### src/sv/tpca_pkg.sv
// ----------------------------------------------------------------------------
// tpca_pkg
// Shared types and constants for the touch point calibration and averaging
// block.
// ----------------------------------------------------------------------------
package tpca_pkg;

   localparam int RAW_W     = 16;
   localparam int CAL_W     = 12;
   localparam int PT_W      = 11;
   localparam int PROD_W    = CAL_W + PT_W;
   localparam int RAW_SHIFT = 4;
   localparam int CSR_IDX_W = 3;

   localparam logic [CAL_W-1:0] CAL_LOW_RESET  = 12'd200;
   localparam logic [CAL_W-1:0] CAL_HIGH_RESET = 12'd3800;

   typedef enum logic [CSR_IDX_W-1:0] {
      REG_X_LOW_CAL  = 3'd0,
      REG_Y_LOW_CAL  = 3'd1,
      REG_X_HIGH_CAL = 3'd2,
      REG_Y_HIGH_CAL = 3'd3,
      REG_INVERT_X   = 3'd4,
      REG_INVERT_Y   = 3'd5,
      REG_SWAP_AXES  = 3'd6
   } csr_index_type;

   typedef struct packed {
      logic             pen_line;
      logic [RAW_W-1:0] raw_x_word;
      logic [RAW_W-1:0] raw_y_word;
   } req_type;

   typedef struct packed {
      logic [PT_W-1:0] point_x;
      logic [PT_W-1:0] point_y;
      logic            pressed;
   } rsp_type;

   typedef struct packed {
      logic load;
      logic prep;
      logic mul;
      logic scale_go;
      logic post;
      logic avg_go;
      logic hold;
      logic clear;
      logic emit;
   } ctl_cmd_type;

   typedef struct packed {
      logic pen_line;
      logic div_done;
   } ctl_status_type;

endpackage

### src/sv/tpca_div.sv
// ----------------------------------------------------------------------------
// tpca_div
// Restoring unsigned divider, one quotient bit per cycle. Pulses done in the
// cycle in which the last bit is settled; quotient holds until the next start.
// ----------------------------------------------------------------------------
module tpca_div #(
   parameter int NUM_W = 23,
   parameter int DEN_W = 12
) (
   input  logic             clock,
   input  logic             reset,
   input  logic             start,
   input  logic [NUM_W-1:0] dividend,
   input  logic [DEN_W-1:0] divisor,
   output logic [NUM_W-1:0] quotient,
   output logic             done
);

   localparam int CNT_W = $clog2(NUM_W + 1);

   logic [NUM_W-1:0] quo_ff;
   logic [DEN_W-1:0] rem_ff;
   logic [DEN_W-1:0] den_ff;
   logic [CNT_W-1:0] cnt_ff;
   logic             done_ff;
   logic [DEN_W:0]   trial;
   logic             fits;

   assign trial = {rem_ff, quo_ff[NUM_W-1]};
   assign fits  = trial >= {1'b0, den_ff};

   always_ff @(posedge clock) begin
      if (reset) begin
         cnt_ff  <= '0;
         done_ff <= 1'b0;
      end else if (start) begin
         cnt_ff  <= CNT_W'(NUM_W);
         done_ff <= 1'b0;
      end else if (cnt_ff != '0) begin
         cnt_ff  <= cnt_ff - 1'b1;
         done_ff <= cnt_ff == CNT_W'(1);
      end else begin
         done_ff <= 1'b0;
      end
   end

   always_ff @(posedge clock) begin
      if (start) begin
         quo_ff <= dividend;
         rem_ff <= '0;
         den_ff <= divisor;
      end else if (cnt_ff != '0) begin
         quo_ff <= {quo_ff[NUM_W-2:0], fits};
         rem_ff <= fits ? DEN_W'(trial - {1'b0, den_ff}) : trial[DEN_W-1:0];
      end
   end

   assign quotient = quo_ff;
   assign done     = done_ff;

endmodule

### src/sv/tpca_ctrl.sv
// ----------------------------------------------------------------------------
// tpca_ctrl
// Sequencer for one poll: offset, multiply, scale divide, history update,
// average divide, result register hand-off; released polls skip to hand-off.
// ----------------------------------------------------------------------------
module tpca_ctrl
   import tpca_pkg::*;
(
   input  logic           clock,
   input  logic           reset,
   input  logic           req_valid,
   output logic           req_stall,
   output logic           rsp_valid,
   input  logic           rsp_stall,
   input  ctl_status_type status,
   output ctl_cmd_type    cmd
);

   typedef enum logic [8:0] {
      S_IDLE       = 9'b000000001,
      S_PREP       = 9'b000000010,
      S_MUL        = 9'b000000100,
      S_SCALE_GO   = 9'b000001000,
      S_SCALE_WAIT = 9'b000010000,
      S_POST       = 9'b000100000,
      S_AVG_GO     = 9'b001000000,
      S_AVG_WAIT   = 9'b010000000,
      S_EMIT       = 9'b100000000
   } state_type;

   state_type state_ff, state_in;
   logic      rsp_valid_ff, rsp_valid_in;
   logic      emit_fire;

   assign emit_fire = (state_ff == S_EMIT) && (!rsp_valid_ff || !rsp_stall);

   always_comb begin
      state_in = state_ff;
      cmd      = '0;
      case (state_ff)
         S_IDLE: begin
            if (req_valid) begin
               cmd.load = 1'b1;
               state_in = S_PREP;
            end
         end
         S_PREP: begin
            if (status.pen_line) begin
               cmd.clear = 1'b1;
               state_in  = S_EMIT;
            end else begin
               cmd.prep = 1'b1;
               state_in = S_MUL;
            end
         end
         S_MUL: begin
            cmd.mul  = 1'b1;
            state_in = S_SCALE_GO;
         end
         S_SCALE_GO: begin
            cmd.scale_go = 1'b1;
            state_in     = S_SCALE_WAIT;
         end
         S_SCALE_WAIT: begin
            if (status.div_done) state_in = S_POST;
         end
         S_POST: begin
            cmd.post = 1'b1;
            state_in = S_AVG_GO;
         end
         S_AVG_GO: begin
            cmd.avg_go = 1'b1;
            state_in   = S_AVG_WAIT;
         end
         S_AVG_WAIT: begin
            if (status.div_done) begin
               cmd.hold = 1'b1;
               state_in = S_EMIT;
            end
         end
         S_EMIT: begin
            if (emit_fire) begin
               cmd.emit = 1'b1;
               state_in = S_IDLE;
            end
         end
         default: state_in = S_IDLE;
      endcase
   end

   always_comb begin
      rsp_valid_in = rsp_valid_ff;
      if (emit_fire) rsp_valid_in = 1'b1;
      else if (!rsp_stall) rsp_valid_in = 1'b0;
   end

   always_ff @(posedge clock) begin
      if (reset) begin
         state_ff     <= S_IDLE;
         rsp_valid_ff <= 1'b0;
      end else begin
         state_ff     <= state_in;
         rsp_valid_ff <= rsp_valid_in;
      end
   end

   assign req_stall = state_ff != S_IDLE;
   assign rsp_valid = rsp_valid_ff;

endmodule

### src/sv/tpca_datapath.sv
// ----------------------------------------------------------------------------
// tpca_datapath
// Calibration registers, per-axis offset and span, scaling product, two
// shared dividers, point history with running sums, held point and result
// register.
// ----------------------------------------------------------------------------
module tpca_datapath
   import tpca_pkg::*;
#(
   parameter int AVG_DEPTH     = 4,
   parameter int SCREEN_WIDTH  = 320,
   parameter int SCREEN_HEIGHT = 240
) (
   input  logic                 clock,
   input  logic                 reset,
   input  logic                 csr_write,
   input  logic [CSR_IDX_W-1:0] csr_index,
   input  logic [CAL_W-1:0]     csr_data,
   input  req_type              req_data,
   output rsp_type              rsp_data,
   input  ctl_cmd_type          cmd,
   output ctl_status_type       status
);

   localparam int CNT_W = $clog2(AVG_DEPTH + 1);
   localparam int SUM_W = $clog2(2047 * AVG_DEPTH + 1);
   localparam logic [PT_W-1:0] RES_X = PT_W'(SCREEN_WIDTH);
   localparam logic [PT_W-1:0] RES_Y = PT_W'(SCREEN_HEIGHT);

   logic [CAL_W-1:0]  x_low_ff, y_low_ff, x_high_ff, y_high_ff;
   logic              inv_x_ff, inv_y_ff, swap_ff;
   req_type           item_ff;
   rsp_type           rsp_ff;

   logic [CAL_W-1:0]  raw_x, raw_y, cal_x, cal_y;
   logic [CAL_W-1:0]  off_x_ff, off_y_ff, span_x_ff, span_y_ff;
   logic [PROD_W-1:0] prod_x_ff, prod_y_ff;

   logic [PROD_W-1:0] num_x, num_y, quo_x, quo_y;
   logic [CAL_W-1:0]  den_x, den_y;
   logic              done_x, done_y, div_start;

   logic [PT_W-1:0]   sat_x, sat_y, pt_x, pt_y;
   logic [PT_W-1:0]   hist_x_ff [AVG_DEPTH];
   logic [PT_W-1:0]   hist_y_ff [AVG_DEPTH];
   logic [CNT_W-1:0]  cnt_ff;
   logic [SUM_W-1:0]  sum_x_ff, sum_y_ff;
   logic              full;
   logic [PT_W-1:0]   held_x_ff, held_y_ff;

   always_ff @(posedge clock) begin
      if (reset) begin
         x_low_ff  <= CAL_LOW_RESET;
         y_low_ff  <= CAL_LOW_RESET;
         x_high_ff <= CAL_HIGH_RESET;
         y_high_ff <= CAL_HIGH_RESET;
         inv_x_ff  <= 1'b1;
         inv_y_ff  <= 1'b1;
         swap_ff   <= 1'b1;
      end else if (csr_write) begin
         case (csr_index)
            REG_X_LOW_CAL:  x_low_ff  <= csr_data;
            REG_Y_LOW_CAL:  y_low_ff  <= csr_data;
            REG_X_HIGH_CAL: x_high_ff <= csr_data;
            REG_Y_HIGH_CAL: y_high_ff <= csr_data;
            REG_INVERT_X:   inv_x_ff  <= csr_data[0];
            REG_INVERT_Y:   inv_y_ff  <= csr_data[0];
            REG_SWAP_AXES:  swap_ff   <= csr_data[0];
            default: ;
         endcase
      end
   end

   always_ff @(posedge clock) begin
      if (cmd.load) item_ff <= req_data;
   end

   assign raw_x = item_ff.raw_x_word[RAW_W-1:RAW_SHIFT];
   assign raw_y = item_ff.raw_y_word[RAW_W-1:RAW_SHIFT];
   assign cal_x = swap_ff ? raw_y : raw_x;
   assign cal_y = swap_ff ? raw_x : raw_y;

   always_ff @(posedge clock) begin
      if (cmd.prep) begin
         off_x_ff  <= (cal_x > x_low_ff) ? cal_x - x_low_ff : '0;
         off_y_ff  <= (cal_y > y_low_ff) ? cal_y - y_low_ff : '0;
         span_x_ff <= (x_high_ff > x_low_ff) ? x_high_ff - x_low_ff : CAL_W'(1);
         span_y_ff <= (y_high_ff > y_low_ff) ? y_high_ff - y_low_ff : CAL_W'(1);
      end
      if (cmd.mul) begin
         prod_x_ff <= PROD_W'(off_x_ff) * PROD_W'(RES_X);
         prod_y_ff <= PROD_W'(off_y_ff) * PROD_W'(RES_Y);
      end
   end

   assign div_start = cmd.scale_go | cmd.avg_go;
   assign num_x     = cmd.avg_go ? PROD_W'(sum_x_ff) : prod_x_ff;
   assign num_y     = cmd.avg_go ? PROD_W'(sum_y_ff) : prod_y_ff;
   assign den_x     = cmd.avg_go ? CAL_W'(cnt_ff) : span_x_ff;
   assign den_y     = cmd.avg_go ? CAL_W'(cnt_ff) : span_y_ff;

   tpca_div #(.NUM_W(PROD_W), .DEN_W(CAL_W)) u_div_x (
      .clock    (clock),
      .reset    (reset),
      .start    (div_start),
      .dividend (num_x),
      .divisor  (den_x),
      .quotient (quo_x),
      .done     (done_x)
   );

   tpca_div #(.NUM_W(PROD_W), .DEN_W(CAL_W)) u_div_y (
      .clock    (clock),
      .reset    (reset),
      .start    (div_start),
      .dividend (num_y),
      .divisor  (den_y),
      .quotient (quo_y),
      .done     (done_y)
   );

   assign sat_x = (quo_x > PROD_W'(RES_X)) ? RES_X : quo_x[PT_W-1:0];
   assign sat_y = (quo_y > PROD_W'(RES_Y)) ? RES_Y : quo_y[PT_W-1:0];
   assign pt_x  = inv_x_ff ? RES_X - sat_x : sat_x;
   assign pt_y  = inv_y_ff ? RES_Y - sat_y : sat_y;
   assign full  = cnt_ff == CNT_W'(AVG_DEPTH);

   always_ff @(posedge clock) begin
      if (cmd.post) begin
         hist_x_ff[0] <= pt_x;
         hist_y_ff[0] <= pt_y;
         for (int i = 1; i < AVG_DEPTH; i++) begin
            hist_x_ff[i] <= hist_x_ff[i-1];
            hist_y_ff[i] <= hist_y_ff[i-1];
         end
      end
   end

   always_ff @(posedge clock) begin
      if (reset || cmd.clear) begin
         cnt_ff   <= '0;
         sum_x_ff <= '0;
         sum_y_ff <= '0;
      end else if (cmd.post) begin
         if (!full) cnt_ff <= cnt_ff + 1'b1;
         sum_x_ff <= sum_x_ff + SUM_W'(pt_x)
                   - (full ? SUM_W'(hist_x_ff[AVG_DEPTH-1]) : '0);
         sum_y_ff <= sum_y_ff + SUM_W'(pt_y)
                   - (full ? SUM_W'(hist_y_ff[AVG_DEPTH-1]) : '0);
      end
   end

   always_ff @(posedge clock) begin
      if (reset) begin
         held_x_ff <= '0;
         held_y_ff <= '0;
      end else if (cmd.hold) begin
         held_x_ff <= quo_x[PT_W-1:0];
         held_y_ff <= quo_y[PT_W-1:0];
      end
   end

   always_ff @(posedge clock) begin
      if (cmd.emit) begin
         rsp_ff.point_x <= held_x_ff;
         rsp_ff.point_y <= held_y_ff;
         rsp_ff.pressed <= !item_ff.pen_line;
      end
   end

   assign rsp_data        = rsp_ff;
   assign status.pen_line = item_ff.pen_line;
   assign status.div_done = done_x & done_y;

endmodule

### src/sv/touch_point_calibrate_average.sv
// ----------------------------------------------------------------------------
// touch_point_calibrate_average
// Touch poll calibration, scaling and moving average.
// ----------------------------------------------------------------------------
// One item is one poll. A touched poll runs two passes of the 23-step
// shift-subtract dividers (scaling by screen size over calibrated span, then
// averaging over up to AVG_DEPTH points) between acceptance and the result
// register; a released poll skips both and clears the history. The next poll
// is taken once the result is in the output register, even if that result has
// not yet been taken. Calibration registers are written through
// csr_write/csr_index/csr_data; a write during a poll can affect that poll.
// ----------------------------------------------------------------------------
module touch_point_calibrate_average
   import tpca_pkg::*;
#(
   parameter int AVG_DEPTH     = 4,
   parameter int SCREEN_WIDTH  = 320,
   parameter int SCREEN_HEIGHT = 240
) (
   input  logic                 clock,
   input  logic                 reset,
   input  logic                 req_valid,
   output logic                 req_stall,
   input  req_type              req_data,
   output logic                 rsp_valid,
   input  logic                 rsp_stall,
   output rsp_type              rsp_data,
   input  logic                 csr_write,
   input  logic [CSR_IDX_W-1:0] csr_index,
   input  logic [CAL_W-1:0]     csr_data
);

   ctl_cmd_type    cmd;
   ctl_status_type status;

   tpca_ctrl u_ctrl (
      .clock     (clock),
      .reset     (reset),
      .req_valid (req_valid),
      .req_stall (req_stall),
      .rsp_valid (rsp_valid),
      .rsp_stall (rsp_stall),
      .status    (status),
      .cmd       (cmd)
   );

   tpca_datapath #(
      .AVG_DEPTH     (AVG_DEPTH),
      .SCREEN_WIDTH  (SCREEN_WIDTH),
      .SCREEN_HEIGHT (SCREEN_HEIGHT)
   ) u_datapath (
      .clock     (clock),
      .reset     (reset),
      .csr_write (csr_write),
      .csr_index (csr_index),
      .csr_data  (csr_data),
      .req_data  (req_data),
      .rsp_data  (rsp_data),
      .cmd       (cmd),
      .status    (status)
   );

endmodule

### config.mk
export PLATFORM = sky130hd
export DESIGN_NAME = touch_point_calibrate_average
export DESIGN_NICKNAME = d
export VERILOG_FILES = /design/src/sv/tpca_pkg.sv /design/src/sv/tpca_div.sv /design/src/sv/tpca_ctrl.sv /design/src/sv/tpca_datapath.sv /design/src/sv/touch_point_calibrate_average.sv
export SDC_FILE = /design/constraint.sdc
export NUM_CORES = 1
export LEC_CHECK = 0
export BUFFER_PORTS_ARGS = -buffer_cell sky130_fd_sc_hd__buf_2
export CAP_MARGIN = 10
export CORE_MARGIN = 2
export CORE_UTILIZATION = 68
export CTS_CLUSTER_SIZE = 25
export DETAILED_ROUTE_END_ITERATION = 6
export PLACE_DENSITY = 0.86
export SYNTH_ARGS = -nofsm -noshare
export SYNTH_HDL_FRONTEND = slang
export SYNTH_HIERARCHICAL = 1
export SYNTH_SLANG_ARGS = --single-unit
### constraint.sdc
create_clock -name clock -period 19.5 [get_ports clock]
set_input_delay 1.95 -clock clock [delete_from_list [all_inputs] [get_ports clock]]
set_output_delay 1.95 -clock clock [all_outputs]
set_load 0.005 [all_outputs]
==> After elaboration in Yosys (flattened, before gate mapping) <==
Memory sizes are Yosys's and may differ from the RTL's.
Cells that the tools add are included.
{ "totals": {"register_bits": 353, "ram_bits": 88, "memories": 2} }
{ "classes": {"add_sub_neg": 15, "n_mul": 2, "n_lt_le_gt_ge": 8, "n_eq_ne": 24, "mux": 46, "bitwise": 5, "n_reduce_logical": 23} }
{ "mem_list": {"columns": ["name", "words", "width", "read_ports", "rd_clocked_by_memory_dff", "wr", "line_no", "rtl"], "rows": [
  ["u_datapath.hist_x_ff", 4, 11, 4, 0, 4, "tpca_datapath.sv:44", "logic [PT_W-1:0] hist_x_ff [AVG_DEPTH];"],
  ["u_datapath.hist_y_ff", 4, 11, 4, 0, 4, "tpca_datapath.sv:45", "logic [PT_W-1:0] hist_y_ff [AVG_DEPTH];"]
]} }
{ "ops": {"columns": ["operator", "count"], "rows": [
  ["$mux 23", 4],
  ["$pmux 9 s9", 1],
  ["$sub 12x12->12", 6],
  ["$mux 11", 6],
  ["$gt 12x12->1", 4],
  ["$mux 12", 4],
  ["$mux 9", 5],
  ["$add 13x11->13", 2],
  ["$ge 13x12->1", 2],
  ["$sub 13x13->13", 2],
  ["$gt 23x8->1 const B", 1],
  ["$gt 23x9->1 const B", 1],
  ["$mux 21", 1],
  ["$mux 20", 1],
  ["$mux 5", 4],
  ["$mux 1", 18],
  ["$mul 12x4->16 const B", 1],
  ["$reduce_and 2->1", 8],
  ["$mul 12x3->15 const B", 1],
  ["$eq 3x3->1 const B", 4],
  ["$sub 8x11->11 const A", 1],
  ["$sub 9x11->11 const A", 1],
  ["$eq 5x1->1 const B", 2],
  ["$reduce_bool 5->1", 2],
  ["28 further kinds", 41]
]} }

==> Depth between registers and ports, before layout <==
{ "logic_depth": {"word_depth": 6, "ltp_mapped": 21, "mapped_depth_nobuf": 19} }

==> Modules after synthesis <==
The synthesis kept the hierarchy.
{ "by_module_without_submodules": {"columns": ["mod", "instances", "cells_each", "area_per_inst_um2", "seq_area_each_um2"], "rows": [
  ["tpca_datapath", 1, 1591, 17291.6, 8498.2],
  ["tpca_div", 2, 247, 2792.7, 1411.4],
  ["tpca_ctrl", 1, 76, 668.1, 200.2]
]} }

==> Worst setup path before layout <==
OpenSTA, ideal clock, no wires.
{ "synth_path": {"path_kind": "reg2reg", "start": "reg u_ctrl.state_ff[1]", "end": "reg u_datapath.sum_x_ff[8]", "setup_time_ns": 0.106, "arrival_ns": 10.296, "slack_ns": 9.098, "path_stages_with_launch": 8, "period_less_slack_ns": 10.402, "cell_sequence": "dfxtp_1 -> nor3_1 -> buf_4 -> nand3_1 -> nor3b_1 -> clkinv_1 -> or4_1 -> o311ai_0"} }
{ "synth_rtl": {"columns": ["element", "line_no", "rtl"], "rows": [
  ["start, declared", "tpca_ctrl.sv:31", "state_type state_ff, state_in;"],
  ["start signal, assigned", "tpca_ctrl.sv:102", "state_ff <= state_in;"],
  ["end signal, assigned", "tpca_datapath.sv:146", "sum_x_ff <= sum_x_ff + SUM_W'(pt_x)"],
  ["end, declared", "tpca_datapath.sv:47", "logic [SUM_W-1:0] sum_x_ff, sum_y_ff;"]
]} }

==> Final worst setup path <==
{ "layout_path": {"start": "reg u_datapath.u_div_x.quo_ff[2], in the netlist u_datapath/u_div_x/quotient[2]", "end": "reg u_datapath.sum_x_ff[12]"} }
{ "layout_via": {"elab_chain_cells": 6} }
{ "layout_rtl": {"columns": ["element", "line_no", "rtl"], "rows": [
  ["start, declared", "tpca_div.sv:21", "logic [NUM_W-1:0] quo_ff;"],
  ["start signal, assigned", "tpca_div.sv:49", "quo_ff <= dividend;"],
  ["start signal, assigned", "tpca_div.sv:53", "quo_ff <= {quo_ff[NUM_W-2:0], fits};"],
  ["$gt 23x9->1", "tpca_datapath.sv:122", "assign sat_x = (quo_x > PROD_W'(RES_X)) ? RES_X : quo_x[PT_W-1:0];"],
  ["$mux 11 *", "tpca_datapath.sv:122", null],
  ["$sub 9x11->11", "tpca_datapath.sv:124", "assign pt_x = inv_x_ff ? RES_X - sat_x : sat_x;"],
  ["$mux 11 *", "tpca_datapath.sv:124", null],
  ["$add 13x11->13 *", "tpca_datapath.sv:146", null],
  ["$sub 13x13->13 *", "tpca_datapath.sv:147", "- (full ? SUM_W'(hist_x_ff[AVG_DEPTH-1]) : '0);"]
]} }
Mark *: on every way between the ends. The rest lies on a longest branch, timed or not.
A chain may end at the register's enable or synchronous reset.

==> results.md <==
- Crit Path Category: reg -> reg
- # clock sinks: 433
- FILL cells: 2162
- Largest net degree at the start of global routing: 82
- M1 GR Usage: 0.354
- Busiest grt layer: met2
- Synth Area per Inst: 10.9 um^2
- Die Span Y: 190 um
- Most common flop cell mapped by yosys: edfxtp_1
- Reg power frac: 0.423
- Vias in the first global route: 16700
- Crit end category: flip-flop
- Top-count cell post-synth: edfxtp_1
- Leakage power: 10.0 nW
- Iteration-0 DRC count of the detailed router: 1386
- Port-buffer cells: 69
- Width of the die: 190 um
- Wire per inst: 18.6 um
- Setup tns final: 0 ps
- Status: finished, final reports clean
- Max Cap Viol: 0
- Cell taking the most area after synthesis: edfxtp_1
- Crit-path slowest cell: fa_1
- Crit path cell chain: nor4_4 -> a21oi_2 -> nor3_4 -> nand2_1 -> ha_1 -> nor2b_1 -> xnor2_1 -> fa_1 -> inv_1 -> ha_1 -> nor2b_4 -> o31ai_2 -> a21oi_1 -> nor4_1 -> o211ai_1 -> o31ai_1 -> mux2i_1
- Max stage delay on crit path: 550 ps
- First-pass GRT wire length: 82300 um
- Pre-antenna DRT Iters: 5
- Layout Cells excl Fill: 2719
- TritonCTS clock tree: built
- Gate power share: 0.288
- Post-Synth XOR/XNOR Area: 0.0305
- Initial core utilization: 0.687
- NetSw: 954 uW
- FF+latch area: 11500 um^2
- Cell area after synthesis: 23500 um^2
- GRT Overall Usage: 0.283
- Vias per inst: 6.07
- # hold bufs at CTS: 0
- Synth warnings: 6
- Clock share of power: 0.289
- Layout Nets: 2476
- Final GP Congestion: 0.937
- Post-DP HPWL: 35000 um
- Req. time, crit path: 19990 ps
- Int Power: 2.03 mW
- Sw Ratio: 0.320
- Die footprint: 36100 um^2
- Multi-input gate area: 11200 um^2
- # IOs: 78
- CORE AREA: 34300 um^2
- Cells after Synth: 2161
- Initial antenna violation count: 0
- Critical path's most frequent cell: ha_1
- Root buffer cell: clkbuf_16
- Synth Area in Compound Gates: 0.117
- Mux share of post-synthesis cell area: 0.0624
- Largest family of logic cells by synthesized area: simple AND/OR/NAND/NOR gates
- WP data arrival: 5580 ps
- Simple-Gate Fraction of Synth Area: 0.144
- Post-synth cell types: 91
- Maximum vdd drop: 0.0860 mV
- Synth Area in Adders: 0.120
- Via count: 16500
- Ant diodes: 0
- Final hold violation count: 0
- Area Growth Syn to Fin: 9.42%
- Top-area cell type share of the netlist area: 0.363
- Number of endpoints failing setup at the final stage: 0
- Worst min path class: reg -> reg
- Post-cts sizing count: 0
- Worst-margin pin slew: 1060 ps
- Routed WL: 50700 um
- Placed Instances: 2636
- Commonest cells post-synth: edfxtp_1, nand2_1, nor2_1
- Post-route DRC: 0
- Max-slew violation count: 0
- Worst-Skew Late Latency: 560 ps
- Seq/Total Area, Yosys: 0.489
- Setup Buffers After CTS: 0
- Detail Route Antenna Nets: 0
- Power per cell area: 116 nW/um^2
- Crit path time final: 5100 ps
- Met3 Usage GRT: 0.0349
- Critical path peak fanout: 15
- Yosys reg bits: 433
- Synth async-reset ratio: 0
- H-tree lvl count: 2
- EDFF count, synth: 285
- Clock transition at path regs: 60 ps
- Clock Skew: 11.0 ps
- Met2 Usage GRT: 0.497
- Synth area leaders: edfxtp_1, dfxtp_1, ha_1, fa_1, mux2_2
- Crit start category: flip-flop
- Cts bufs inserted: 45
- Clock Path Buffers: 3
- Max Clk Rate: 0.196 GHz
- Slew HR: 0.291
- Layout cells sized above 1: 0.129
- Unrepaired setup endpoints after global routing: no
- Grt total ovfl: 0
- Tcrit/Tclk final: 0.261
- # rows: 68
==> logic make-up after synthesis <==
| logic type | Yosys count |
|---|---|
| compound gates | 427 |
| xor+xnor | 82 |
| buf+inv | 216 |
| flops | 433 |
| other cells | 2 |
| fa+ha+maj | 195 |
| mux | 136 |
| simple gates | 670 |
==> per-stage QoR <==
step / total power [mW] / setup WS [ps] / util / hold WS [ps] / area (um^2)
final: 2.98 / 14410 / 0.751 / 412 / 25800
after global routing: 3.14 / 14050 / 0.751 / 419 / 25800
after CTS: 2.98 / 14490 / 0.751 / 410 / 25800
after detailed placement: 2.11 / 14630 / 0.708 / 405 / 24300
after global placement: 2.06 / 14730 / 0.708 / 400 / 24300
after floorplan: 1.91 / 9100 / - / 400 / 23600
==> registers in the layout (all words and copies together) (netlist names), 13 cells and up <==
signal / cells
u_datapath/hist_y_ff: 44
u_datapath/hist_x_ff: 44
u_datapath/sum_x_ff: 13
u_datapath/sum_y_ff: 13
u_datapath/item_ff: 24
u_datapath/prod_x_ff: 15
u_datapath/rsp_data: 23
u_datapath/u_div_x/quotient: 23
u_datapath/u_div_y/quotient: 23
u_datapath/prod_y_ff: 16
==> cell type report <==
class,instances,area share
sequential,433,0.447
multi-input combinational,1519,0.434
clock buffer,63,0.0495
tap,455,0.0221
inverter,148,0.0216
timing repair buffer,81,0.0169
clock inverter,20,0.00821
==> power groups by stage <==
stage	sequential, mW	clock [mW]	combinational (mW)
4_1_cts	1.26	0.876	0.850
2_1_floorplan	1.23	0	0.682
5_1_grt	1.27	0.912	0.951
3_5_place_dp	1.27	0	0.839
3_3_place_gp	1.26	0	0.796
6_report	1.26	0.862	0.860
==> path summary, 6_finish.rpt <==
path / slack (ps) / cells past startpoint / start / endpoint
max: 14410 / 17 / u_datapath/u_div_x/quotient[2]$_DFFE_PP_ / u_datapath/sum_x_ff[12]$_SDFFE_PP0P_
min: 410 / 0 / u_datapath/hist_y_ff[1][4]$_DFFE_PP_ / u_datapath/hist_y_ff[2][4]$_DFFE_PP_
max reg2reg: 14410 / 17 / u_datapath/u_div_x/quotient[2]$_DFFE_PP_ / u_datapath/sum_x_ff[12]$_SDFFE_PP0P_
min reg2reg: 410 / 0 / u_datapath/hist_y_ff[1][4]$_DFFE_PP_ / u_datapath/hist_y_ff[2][4]$_DFFE_PP_
==> layout by cell type, fill, tap and decap left out, types with 6 or more instances in the layout <==
master     count
nand2_1      203
and2_1        19
edfxtp_1     285
clkbuf_1      12
and3_1        15
inv_1        146
clkbuf_16     47
xnor2_1       55
fa_1          50
or3_1         10
buf_2         69
or4_1          7
nor3_1        44
nand4_1       21
or2_2         10
clkinv_2       6
dfxtp_1      148
o21bai_1      13
nor4_1        11
nor2b_1       59
nand3b_1      17
mux2i_1       50
nand2b_1      29
a31oi_1       23
a211oi_1      17
nand3_1       21
a21o_1        28
ha_1         145
nor2_1       162
a211o_1        7
a21oi_1      120
a21oi_2        7
buf_4         12
o21ai_0      110
o31ai_1        8
o211ai_1      10
o21a_1        19
mux2_2        86
conb_1         9
xor2_1        27
==> worst max-delay path, delay by kind of cell (launching register included) <==
family                   cells  cell delay [ps]
AO/OA/AOI/OAI                5              960
XOR/XNOR                     1              170
adder cells (fa/ha/maj)      3             1220
buffers and inverters        1               40
flip-flops                   1              520
multiplexers                 1              210
AND/OR/NAND/NOR              6             1910
==> metal layers <==
metal,share of wire,vias to the layer above
met2,0.49,556
met4,0.039,0
li1,-,7882
met1,0.41,7929
met3,0.056,127
met5,0,-
No activity file was read; power rests on OpenSTA's default activity.
